--- src/hw/rtl/ate_pkg.sv ---
// ----------------------------------------------------------------------------
// ate_pkg
// Shared sizes, operation codes and beat types of the aggregation transfer
// engine.
// ----------------------------------------------------------------------------
package ate_pkg;

	localparam int FINE_SIZE   = 1024;
	localparam int COARSE_SIZE = 64;
	localparam int FINE_W      = $clog2(FINE_SIZE);
	localparam int COARSE_W    = $clog2(COARSE_SIZE);
	localparam int MAT_AW      = 2 * COARSE_W;
	localparam int VALUE_W     = 32;
	localparam int MODE_W      = 4;

	typedef logic [MODE_W-1:0] mode_t;

	localparam mode_t MODE_LOAD_PARENT  = 4'd0;
	localparam mode_t MODE_CLEAR_VECTOR = 4'd1;
	localparam mode_t MODE_WRITE_COARSE = 4'd2;
	localparam mode_t MODE_RESTRICT_ADD = 4'd3;
	localparam mode_t MODE_INTERPOLATE  = 4'd4;
	localparam mode_t MODE_READ_VECTOR  = 4'd5;
	localparam mode_t MODE_CLEAR_MATRIX = 4'd6;
	localparam mode_t MODE_MATRIX_ADD   = 4'd7;
	localparam mode_t MODE_READ_MATRIX  = 4'd8;

	localparam logic signed [VALUE_W-1:0] VALUE_MAX = {1'b0, {(VALUE_W-1){1'b1}}};
	localparam logic signed [VALUE_W-1:0] VALUE_MIN = {1'b1, {(VALUE_W-1){1'b0}}};

	typedef struct packed {
		mode_t                      mode;
		logic [FINE_W-1:0]          fine_index;
		logic [FINE_W-1:0]          fine_col;
		logic [COARSE_W-1:0]        coarse_index;
		logic [COARSE_W-1:0]        coarse_col;
		logic signed [VALUE_W-1:0]  value_in;
	} item_t;

	typedef struct packed {
		logic signed [VALUE_W-1:0]  value_out;
		logic                       saturated;
	} result_t;

	typedef struct packed {
		logic signed [VALUE_W-1:0]  sum;
		logic                       ovf;
	} sat_t;

endpackage

--- src/hw/rtl/ate_sat_adder.sv ---
// ----------------------------------------------------------------------------
// ate_sat_adder
// Saturating Q16.16 adder with an overflow indication.
// ----------------------------------------------------------------------------
module ate_sat_adder (
	input  logic signed [ate_pkg::VALUE_W-1:0] a,
	input  logic signed [ate_pkg::VALUE_W-1:0] b,
	output ate_pkg::sat_t                      res
);

	logic signed [ate_pkg::VALUE_W:0] wide;

	// One guard bit: overflow shows as a disagreement of the two top bits.
	assign wide = {a[ate_pkg::VALUE_W-1], a} + {b[ate_pkg::VALUE_W-1], b};

	always_comb begin
		res.ovf = wide[ate_pkg::VALUE_W] != wide[ate_pkg::VALUE_W-1];
		if (!res.ovf) begin
			res.sum = wide[ate_pkg::VALUE_W-1:0];
		end else if (wide[ate_pkg::VALUE_W]) begin
			res.sum = ate_pkg::VALUE_MIN;
		end else begin
			res.sum = ate_pkg::VALUE_MAX;
		end
	end

endmodule

--- config.mk ---
export PLATFORM = sky130hd
export DESIGN_NAME = ate_sat_adder
export DESIGN_NICKNAME = d
export VERILOG_FILES = /design/src/hw/rtl/ate_pkg.sv /design/src/hw/rtl/ate_sat_adder.sv
export SDC_FILE = /design/constraint.sdc
export NUM_CORES = 1
export LEC_CHECK = 0
export ABC_AREA = 1
export CAP_MARGIN = 25
export CORE_MARGIN = 4
export CORE_UTILIZATION = 65
export DETAILED_ROUTE_END_ITERATION = 12
export DONT_BUFFER_PORTS = 1
export GPL_ROUTABILITY_DRIVEN = 0
export PLACE_DENSITY = 0.92
export REMOVE_ABC_BUFFERS = 1
export SLEW_MARGIN = 5
export SYNTH_ARGS = -nofsm -noshare
export SYNTH_HDL_FRONTEND = slang
export SYNTH_SLANG_ARGS = --single-unit
--- constraint.sdc ---
create_clock -name vclk -period 4.8
set_clock_uncertainty 0.05 [all_clocks]
set_input_delay 1.44 -clock vclk [all_inputs]
set_output_delay 1.44 -clock vclk [all_outputs]
set_load 0.1 [all_outputs]
==> results of run 1 <==
-- through the flow --
| stage | area [sq um] | TNS, ps | cells | hold slack [ps] |
|---|---|---|---|---|
| 3_3_place_gp | 3600 | -207 | 602 | 3230 |
| 3_5_place_dp | 3600 | -4580 | 602 | 3250 |
| 2_1_floorplan | 2640 | -21230 | 488 | 3360 |
-- kinds of logic after synthesis --
kind of cell / count (synthesis) / synth area share (%)
xor+xnor: 19 / 6.16
buf+inv: 70 / 11.4
simple gates: 315 / 54.2
fa+ha+maj: 33 / 15.6
compound gates: 56 / 12.7
==> metrics.yaml, run 1 <==
synth_cell_types: 30
cts_hold_buffers: 0
syn_avg_cell_area_sq_um: 5.48
synthTopCellsByCount: "nand2_1 (188), inv_1 (61), nor2_1 (44), nand2_2 (42), ha_1 (32)"
place_ws_ps: -181
floorplan.initialDensity_pct: 67.5
status: "did not finish"
port_buffers: 0
synthCells: 493
yosysSeqAreaShare_pct: 0
cts_resized: 78
synth_warnings: 0
cts_setup_buffers: 3
hpwl_microns: 8750
row_count: 23
error: "[ERROR DPL-0038] Utilization greater than 100%, impossible to legalize"
ys_top_cells_by_area: "nand2_1 (26%), ha_1 (15%), nand2_2 (9.7%), inv_1 (8.5%), nor2_1 (6.1%)"
synth.most_common_cell: "nand2_1"
num_io_pins: 97
synth_top_area_cell: "nand2_1"
die_h_microns: 72.5
syn-cell-area_sq_um: 2700
dieWidth_microns: 72.5
synth_top_area_share_pct: 26.1
lastStage: "4_1_cts"
==> run 2, diff against run 1 <==
--- a/config.mk
+++ b/config.mk
@@ -8,11 +8,11 @@
 export ABC_AREA = 1
 export CAP_MARGIN = 25
 export CORE_MARGIN = 4
-export CORE_UTILIZATION = 65
+export CORE_UTILIZATION = 40
 export DETAILED_ROUTE_END_ITERATION = 12
 export DONT_BUFFER_PORTS = 1
 export GPL_ROUTABILITY_DRIVEN = 0
-export PLACE_DENSITY = 0.92
+export PLACE_DENSITY_LB_ADDON = 0.15
 export REMOVE_ABC_BUFFERS = 1
 export SLEW_MARGIN = 5
 export SYNTH_ARGS = -nofsm -noshare
==> run 2 against run 1 <==
The run now ends clean. Area after synthesis stayed put. Synthesized cell count did not move.
==> metrics.yaml, run 2 <==
cp.required_ps: 3310
grt.met2_usage_pct: 40.1
n_fill_cell: 529
status: "finished, final reports clean"
p_comb_share_pct: 100.0
core_area_sq_um: 6460
worst_hold_slack_ps: 3210
drc: 0
synth_top_area_cell: "nand2_1"
tns_ps: 0
mostFrequentLayoutCells: "nand2_1 (155), buf_4 (68), nand2_2 (65)"
dieArea_sq_um: 8130
synth_cell_types: 30
dieWidth_microns: 90.2
critPathLaunchType: "input port"
grt_pass1_vias: 3532
routed_via_density: 5.09
grt_max_degree: 17
seq_cells: 0
cp-end-kind: "output pin"
grt_remaining_overflow: 0
synth_top_area_share_pct: 26.1
ys_top_cells_by_area: "nand2_1 (26%), ha_1 (15%), nand2_2 (9.7%), inv_1 (8.5%), nor2_1 (6.1%)"
fin_nets: 695
rsz0062_at_grt: "true"
worst-endpoint-arrival_ps: 3300
floorplan.initialDensity_pct: 41.8
area_delta_synth_final_pct: 67.0
fin_ws_ps: 9.28
gr-usage-met1_pct: 27.0
wl_per_cell_microns: 14.1
ant_nets: 0
synthCells: 493
initialDrtViolationCount: 139
mostFrequentLayoutCell: "nand2_1"
clock.fmax_mhz: 209
gr-usage-met3_pct: 1.67
hp-class: "input port to output pin"
routed_wl_microns: 9520
n_clock_buffer: 0
place_ws_ps: -117
die_h_microns: 90.2
drive_gt1_share_pct: 44.0
firstDrtPassIters: 5
ff_latch_area_sq_um: 0
hpwl_microns: 7320
vias: 3425
synth.most_common_cell: "nand2_1"
row_count: 29
fin_util_pct: 69.8
worst_pin_slew_ps: 279
clock_power_share_pct: 0
grt.busiest_layer: "met2"
final-setup-viol-count: 0
antenna_cells: 0
final_hold_viol_count: 0
worstSetupPathType: "input port to output pin"
drv_slew: 0
cp_max_fo: 5
p_per_area_nw_per_um2: 361
seqPwrFrac_pct: 0
syn-cell-area_sq_um: 2700
port_buffers: 0
internal-power_uw: 595
num_io_pins: 97
grtUsageTotal_pct: 21.9
yosysSeqAreaShare_pct: 0
grt_pass1_wl_microns: 15400
slew_headroom_pct: 81.4
cellLeakagePower_uw: 0.00234
synth_warnings: 0
syn_avg_cell_area_sq_um: 5.48
power_switching_uw: 1030
antenna_found_initial: 0
post-route-period-util_pct: 99.8
cap_viol_max_count: 0
peakVddDrop_uv: 295
hold_depth: 4
finalCriticalPeriod_ps: 4790
sw_frac_of_total_pct: 63.5
synthTopCellsByCount: "nand2_1 (188), inv_1 (61), nor2_1 (44), nand2_2 (42), ha_1 (32)"
==> run 2: cell counts after synthesis <==
No cell type changed its count.
==> run 2: stage by stage <==
step | power [uW] | cells | instance area, sq um
after floorplan | 960 | 488 | 2640
after global placement | 1490 | 663 | 3890
after detailed placement | 1500 | 663 | 3890
after CTS | 1580 | 670 | 4230
after global routing | 1700 | 673 | 4510
final | 1630 | 673 | 4510
==> run 2: layout make-up <==
class	instances	area (sq um)	area share (%)
well taps	77	96.3	2.14
repair buffers	106	1250	27.8
inverters	65	244	5.41
multi-input cells	425	2920	64.7
==> run 2: final timing paths <==
| path | from | endpoint | slack [ps] |
|---|---|---|---|
| worst min-delay path | b[0] | res[1] | 3210 |
| worst max-delay path | a[30] | res[19] | 9 |
==> run 2: kinds of logic after synthesis <==
| family | share of synthesized area (%) |
|---|---|
| AND/OR/NAND/NOR | 54.2 |
| XOR/XNOR | 6.16 |
| AO/OA/AOI/OAI | 12.7 |
| adder cells (fa/ha/maj) | 15.6 |
| buffers and inverters | 11.4 |
==> run 2: power groups by stage <==
stage / combinational, uW / sequential, uW / clock [uW]
2_1_floorplan: 960 / 0 / 0
3_3_place_gp: 1490 / 0 / 0
3_5_place_dp: 1500 / 0 / 0
4_1_cts: 1580 / 0 / 0
5_1_grt: 1700 / 0 / 0
6_report: 1630 / 0 / 0
==> run 2: worst max-delay path, stage by stage <==
cell and delay (ps):
ha_1 340, nand2_1 130, inv_1 40, a21oi_1 140, nand2_1 110, a21oi_4 190
nand2_2 90, nand2_4 110, nand3_4 120, buf_12 150, buf_12 130, nand2_4 70
nand2_4 50, buf_12 160
==> run 2: what timing repair did <==
| item | CTS | global route |
|---|---|---|
| hold buffers | 0 | 0 |
| gates cloned | 3 | 1 |
| resized for setup | 48 | 61 |
| setup endpoints to repair | 32 | 32 |
| setup buffers | 4 | 3 |
| pin swaps | 6 | 22 |
==> run 2: layer usage <==
layer | share of wire (%) | vias up
li1 | - | 1746
met4 | 2.4 | 0
met1 | 42 | 1543
met5 | 0 | -
met2 | 50 | 118
met3 | 5.5 | 18
(Power assumes the default switching activity.)
==> run 3, diff against run 2 <==
--- a/config.mk
+++ b/config.mk
@@ -6,11 +6,11 @@
 export NUM_CORES = 1
 export LEC_CHECK = 0
 export ABC_AREA = 1
+export BUFFER_PORTS_ARGS = -buffer_cell sky130_fd_sc_hd__buf_2
 export CAP_MARGIN = 25
 export CORE_MARGIN = 4
 export CORE_UTILIZATION = 40
 export DETAILED_ROUTE_END_ITERATION = 12
-export DONT_BUFFER_PORTS = 1
 export GPL_ROUTABILITY_DRIVEN = 0
 export PLACE_DENSITY_LB_ADDON = 0.15
 export REMOVE_ABC_BUFFERS = 1
==> constraint.sdc (replaced) <==
create_clock -name vclk -period 6.2
set_clock_uncertainty 0.05 [all_clocks]
set_input_delay 0.62 -clock vclk [all_inputs]
set_output_delay 0.62 -clock vclk [all_outputs]
set_load 0.1 [all_outputs]
==> run 3 against run 2 <==
Utilization shrank 20 points. Routed wire length shrank 16%. Setup slack gained 2500 ps. Final cell count shrank 1.6%. Non-clock buffer count shrank 9. Combinational power shrank 46%. Critical path type unchanged. Critical endpoint is now res[0]. Largest cell class unchanged. Largest power group unchanged.
==> metrics.yaml, run 3 (synthesized netlist as in run 2, its figures left out) <==
finish.instance_area_sq_um: 3220
status: "finished, final reports clean"
hpwl_microns: 7100
tns_ps: 0
antenna_cells: 0
fin_ws_ps: 2490
seq_cells: 0
rsz0062_at_grt: "false"
worst_pin_slew_ps: 500
worstSetupPathType: "input port to output pin"
final-setup-viol-count: 0
cts_resized: 0
grtUsageTotal_pct: 19.2
num_io_pins: 97
grt_pass1_vias: 3192
cellLeakagePower_uw: 0.00199
final_hold_viol_count: 0
critPathLaunchType: "input port"
initialDrtViolationCount: 155
n_fill_cell: 747
mostFrequentLayoutCell: "nand2_1"
vias: 3236
dieWidth_microns: 90.2
firstDrtPassIters: 4
floorplan.initialDensity_pct: 41.8
crit_path_cell_trace: "buf_2 -> ha_1 -> fa_1 -> nand2_1 -> nand3_1 -> nand3_1 -> nand2_2 -> nand2_2 -> nand2_4 -> nand2_4 -> nand3_1 -> nand2_2 -> nand3_4 -> nand2_1 -> buf_2"
clock.fmax_mhz: 269
hp-start: "b[0]"
wl_per_cell_microns: 12.0
routed_wl_microns: 7960
fin_nets: 684
drv_slew: 0
mostFrequentLayoutCells: "nand2_1 (188), buf_2 (97), inv_1 (61)"
power.total_uw: 881
cts_setup_buffers: 0
row_count: 29
drc: 0
hold_depth: 5
port_buffers: 97
worst-endpoint-arrival_ps: 3040
cp.required_ps: 5530
cap_viol_max_count: 0
grt_max_degree: 33
die_h_microns: 90.2
ff_latch_area_sq_um: 0
n_clock_buffer: 0
crit_path_max_incr_delay_ps: 430
hp-class: "input port to output pin"
critical-path-slowest-cell: "buf_2"
dpl_cell_area_sq_um: 3220
core_area_sq_um: 6460
worstHoldEndpoint: "res[1]"
grt_remaining_overflow: 0
place_ws_ps: 2470
cp_max_fo: 23
dieArea_sq_um: 8130
area_delta_synth_final_pct: 19.2
routed_via_density: 4.89
post-route-period-util_pct: 59.9
antenna_found_initial: 0
ant_nets: 0
cp-end-kind: "output pin"
p_per_area_nw_per_um2: 274
finalCriticalPeriod_ps: 3710
slew_headroom_pct: 66.9
cts_hold_buffers: 0
grt_pass1_wl_microns: 13600
drive_gt1_share_pct: 28.7
peakVddDrop_uv: 135
[run 3: cell types whose count changed in the layout (fill, tap and decap cells not counted), sizes merged]
cell	before	now
nand2	237	236
nor2	50	49
buf	106	97
[run 3: worst max-delay path: cells and delay by family]
family | cells | cell delay [ps]
and+or+nand+nor | 11 | 1270
adders and majority gates | 2 | 630
buffers and inverters | 2 | 530
[run 3: how the worst max path moves through the flow]
stage	from	to	slack (ps)	depth (start not counted)
after CTS	a[0]	res[0]	2470	15
after global routing	a[0]	res[0]	2280	15
after floorplan	a[0]	res[0]	2110	13
after global placement	a[0]	res[0]	2550	15
after detailed placement	a[0]	res[0]	2470	15
final	a[0]	res[0]	2490	15
[run 3: per-stage QoR]
step,utilization (%),hold slack [ps],cells
final,49.8,1870,662
after global routing,49.8,1910,662
after CTS,49.8,1870,662
after detailed placement,49.8,1870,662
after global placement,49.8,1860,662
after floorplan,-,1720,488
[run 3: report_power, final]
group / switching (uW) / total [uW] / internal, uW / leakage, uW
registers: 0 / 0 / 0 / 0
logic: 708 / 881 / 173 / 0.00199
clock network: 0 / 0 / 0 / 0
total: 708 / 881 / 173 / 0.00199
[run 3: final cells by class]
type,count,area (sq um),share of cell area [%]
multi-input combinational,423,2390,74.3
timing repair buffer,97,485,15.1
inverter,65,244,7.58
tap,77,96.3,2.99
[run 3: layer usage]
metal  vias up  wire length (microns)  track usage (%)
met2        79                   3860             35.7
met3         6                    407             1.50
met5         -                      0                0
met4         0                     71             2.17
met1      1426                   3620             24.7
li1       1725                      -                -
==> run 4, diff against run 3 <==
--- a/config.mk
+++ b/config.mk
@@ -5,7 +5,7 @@
 export SDC_FILE = /design/constraint.sdc
 export NUM_CORES = 1
 export LEC_CHECK = 0
-export ABC_AREA = 1
+export ABC_AREA = 0
 export BUFFER_PORTS_ARGS = -buffer_cell sky130_fd_sc_hd__buf_2
 export CAP_MARGIN = 25
 export CORE_MARGIN = 4
==> constraint.sdc (replaced) <==
create_clock -name vclk -period 3.3
set_clock_uncertainty 0.05 [all_clocks]
set_input_delay 0.33 -clock vclk [all_inputs]
set_output_delay 0.33 -clock vclk [all_outputs]
set_load 0.1 [all_outputs]
==> run 4 against run 3 <==
Via count decreased by 16%. Critical path type unchanged. Highest routed layer unchanged. Final area increased by 17%. Final cell count decreased by 27%. Area after synthesis decreased by 21%. Clock-buffer cell count unchanged. First-iteration DRC count decreased by 37%. Critical path depth unchanged. Global-route usage increased by 0.79 points. Synthesized cell count decreased by 42%. Routed wire length decreased by 7.3%. Hold slack got worse by 730 ps.
==> metrics.yaml, run 4 <==
status: "finished, final reports clean"
worstHoldEndpoint: "res[1]"
hpwl_microns: 5720
port_buffers: 97
yosys.area_share.simple_pct: 16.3
antenna_cells: 0
tns_ps: 0
post-route-period-util_pct: 98.8
clock.fmax_mhz: 307
routed_wl_microns: 7380
syn_avg_cell_area_sq_um: 7.42
vias: 2731
grt_pass1_vias: 2581
synth_top_area_share_pct: 18.8
worst-endpoint-arrival_ps: 2880
peakVddDrop_uv: 469
finalCriticalPeriod_ps: 3260
power.total_uw: 2020
grt_max_degree: 18
p_per_area_nw_per_um2: 539
cp_max_fo: 6
synth-compound-area-share_pct: 46.4
syn-cell-area_sq_um: 2130
synthCells: 287
wl_per_cell_microns: 15.2
firstDrtPassIters: 4
yosysSeqAreaShare_pct: 0
grt_remaining_overflow: 0
mostFrequentLayoutCell: "buf_2"
final-setup-viol-count: 0
final_hold_viol_count: 0
hold_depth: 4
synthAdderAreaFrac_pct: 20.2
n_clock_buffer: 0
cp.required_ps: 2920
floorplan.initialDensity_pct: 41.4
synth_mux_area_share_pct: 1.06
area_delta_synth_final_pct: 76.3
synthXorXnorAreaFrac_pct: 11.1
synth_top_area_cell: "ha_1"
worst_pin_slew_ps: 485
ff_latch_area_sq_um: 0
drv_slew: 0
synth_warnings: 0
ant_nets: 0
die_h_microns: 81.0
drive_gt1_share_pct: 45.2
synth.most_common_cell: "a21o_1"
slew_headroom_pct: 67.9
core_area_sq_um: 5140
antenna_found_initial: 0
dieWidth_microns: 81.0
hp-class: "input port to output pin"
rsz0062_at_grt: "true"
row_count: 26
cp-end-kind: "output pin"
mostFrequentLayoutCells: "buf_2 (62), a21o_1 (44), buf_12 (35)"
num_io_pins: 97
cellLeakagePower_uw: 0.00176
n_fill_cell: 421
hp-start: "a[0]"
synthTopCellsByCount: "a21o_1 (44), ha_1 (32), a21oi_1 (30), nand2_1 (22), nor2_1 (18)"
routed_via_density: 5.64
seq_cells: 0
drc: 0
critPathLaunchType: "input port"
worst_hold_slack_ps: 1140
grtUsageTotal_pct: 20.0
fin_nets: 513
dieArea_sq_um: 6560
grt_pass1_wl_microns: 11000
worstSetupPathType: "input port to output pin"
cap_viol_max_count: 0
initialDrtViolationCount: 98
synth_cell_types: 57
ys_top_cells_by_area: "ha_1 (19%), a21o_1 (16%), a21oi_1 (7.1%), xnor2_1 (6.6%), xor2_1 (4.5%)"
synth_top_family_by_area: "compound AO/OA/AOI/OAI gates"
-- run 4: cell count changes in the layout (fill, tap and decap cells not counted), sizes merged, moves of 6 or more --
cell    previous run  this run
nand2            236        23
a21o               0        44
nand3b             8         0
nor2              49        19
o21a               0         6
buf               97       137
nand3             18         9
inv               65         7
xnor2              4        16
o211ai             0         6
-- run 4: cell type report --
| cell class | instances | area [sq um] | area share [%] |
|---|---|---|---|
| multi-input combinational | 269 | 2300 | 61.3 |
| timing repair buffer | 137 | 1330 | 35.5 |
| tap | 70 | 87.6 | 2.33 |
| inverter | 8 | 30.0 | 0.800 |
-- run 4: metal layers --
metal | share of wire (%) | wire (microns) | GRT usage (%)
met1 | 42 | 3120 | 26.7
met3 | 4.9 | 360 | 0.333
met2 | 52 | 3830 | 37.4
met5 | 0 | 0 | 0
met4 | 0.89 | 66 | 0.676
-- run 4: logic make-up (layout without fill, tap and decap cells) --
logic type / Yosys count / after routing
muxes: 1 / 1
adders and majority gates: 34 / 34
and+or+nand+nor: 71 / 71
AOI/OAI and AO/OA: 136 / 136
xor gates and xnor gates: 27 / 27
buffers and inverters: 18 / 145
-- run 4: worst max-delay path by stage --
stage	start	end	slack, ps	depth (start not counted)
3_5_place_dp	a[0]	res[10]	-60	15
5_1_grt	b[9]	res[20]	-70	15
3_3_place_gp	a[0]	res[21]	30	15
2_1_floorplan	a[0]	res[3]	-750	12
6_report	b[9]	res[15]	40	15
4_1_cts	a[10]	res[4]	4	12
-- run 4: power by group --
part / switching [uW] / internal (uW)
sequential: 0 / 0
clock: 0 / 0
combinational: 1260 / 768
total: 1260 / 768
-- run 4: through the flow --
| stage | util (%) | std cells | setup WS, ps | cell area, sq um |
|---|---|---|---|---|
| after global routing | 73.0 | 484 | -68.2 | 3750 |
| after CTS | 66.1 | 475 | 3.56 | 3400 |
| after detailed placement | 65.7 | 475 | -64.8 | 3380 |
| after global placement | 65.7 | 475 | 26.8 | 3380 |
| final | 73.0 | 484 | 39.8 | 3750 |
| after floorplan | - | 277 | -748 | 2050 |
-- run 4: repair_timing --
item                       CTS  global route
hold buffers                 0             0
pin swaps                    0             4
resized for setup            4            46
setup endpoints to repair   29            31
cloned                       0             1
setup buffers                0             8
hold endpoints to repair     0             0
-- run 4: critical path: stages --
cell      delay (ps)
buf_6            100
ha_4             270
a21oi_1          110
o21ai_2          200
a41oi_2          160
a21o_1           220
a21o_1           150
and3_4           180
nor2_4            90
inv_2             60
a311oi_4         380
buf_4            200
buf_6            120
a21o_1           130
buf_12           180
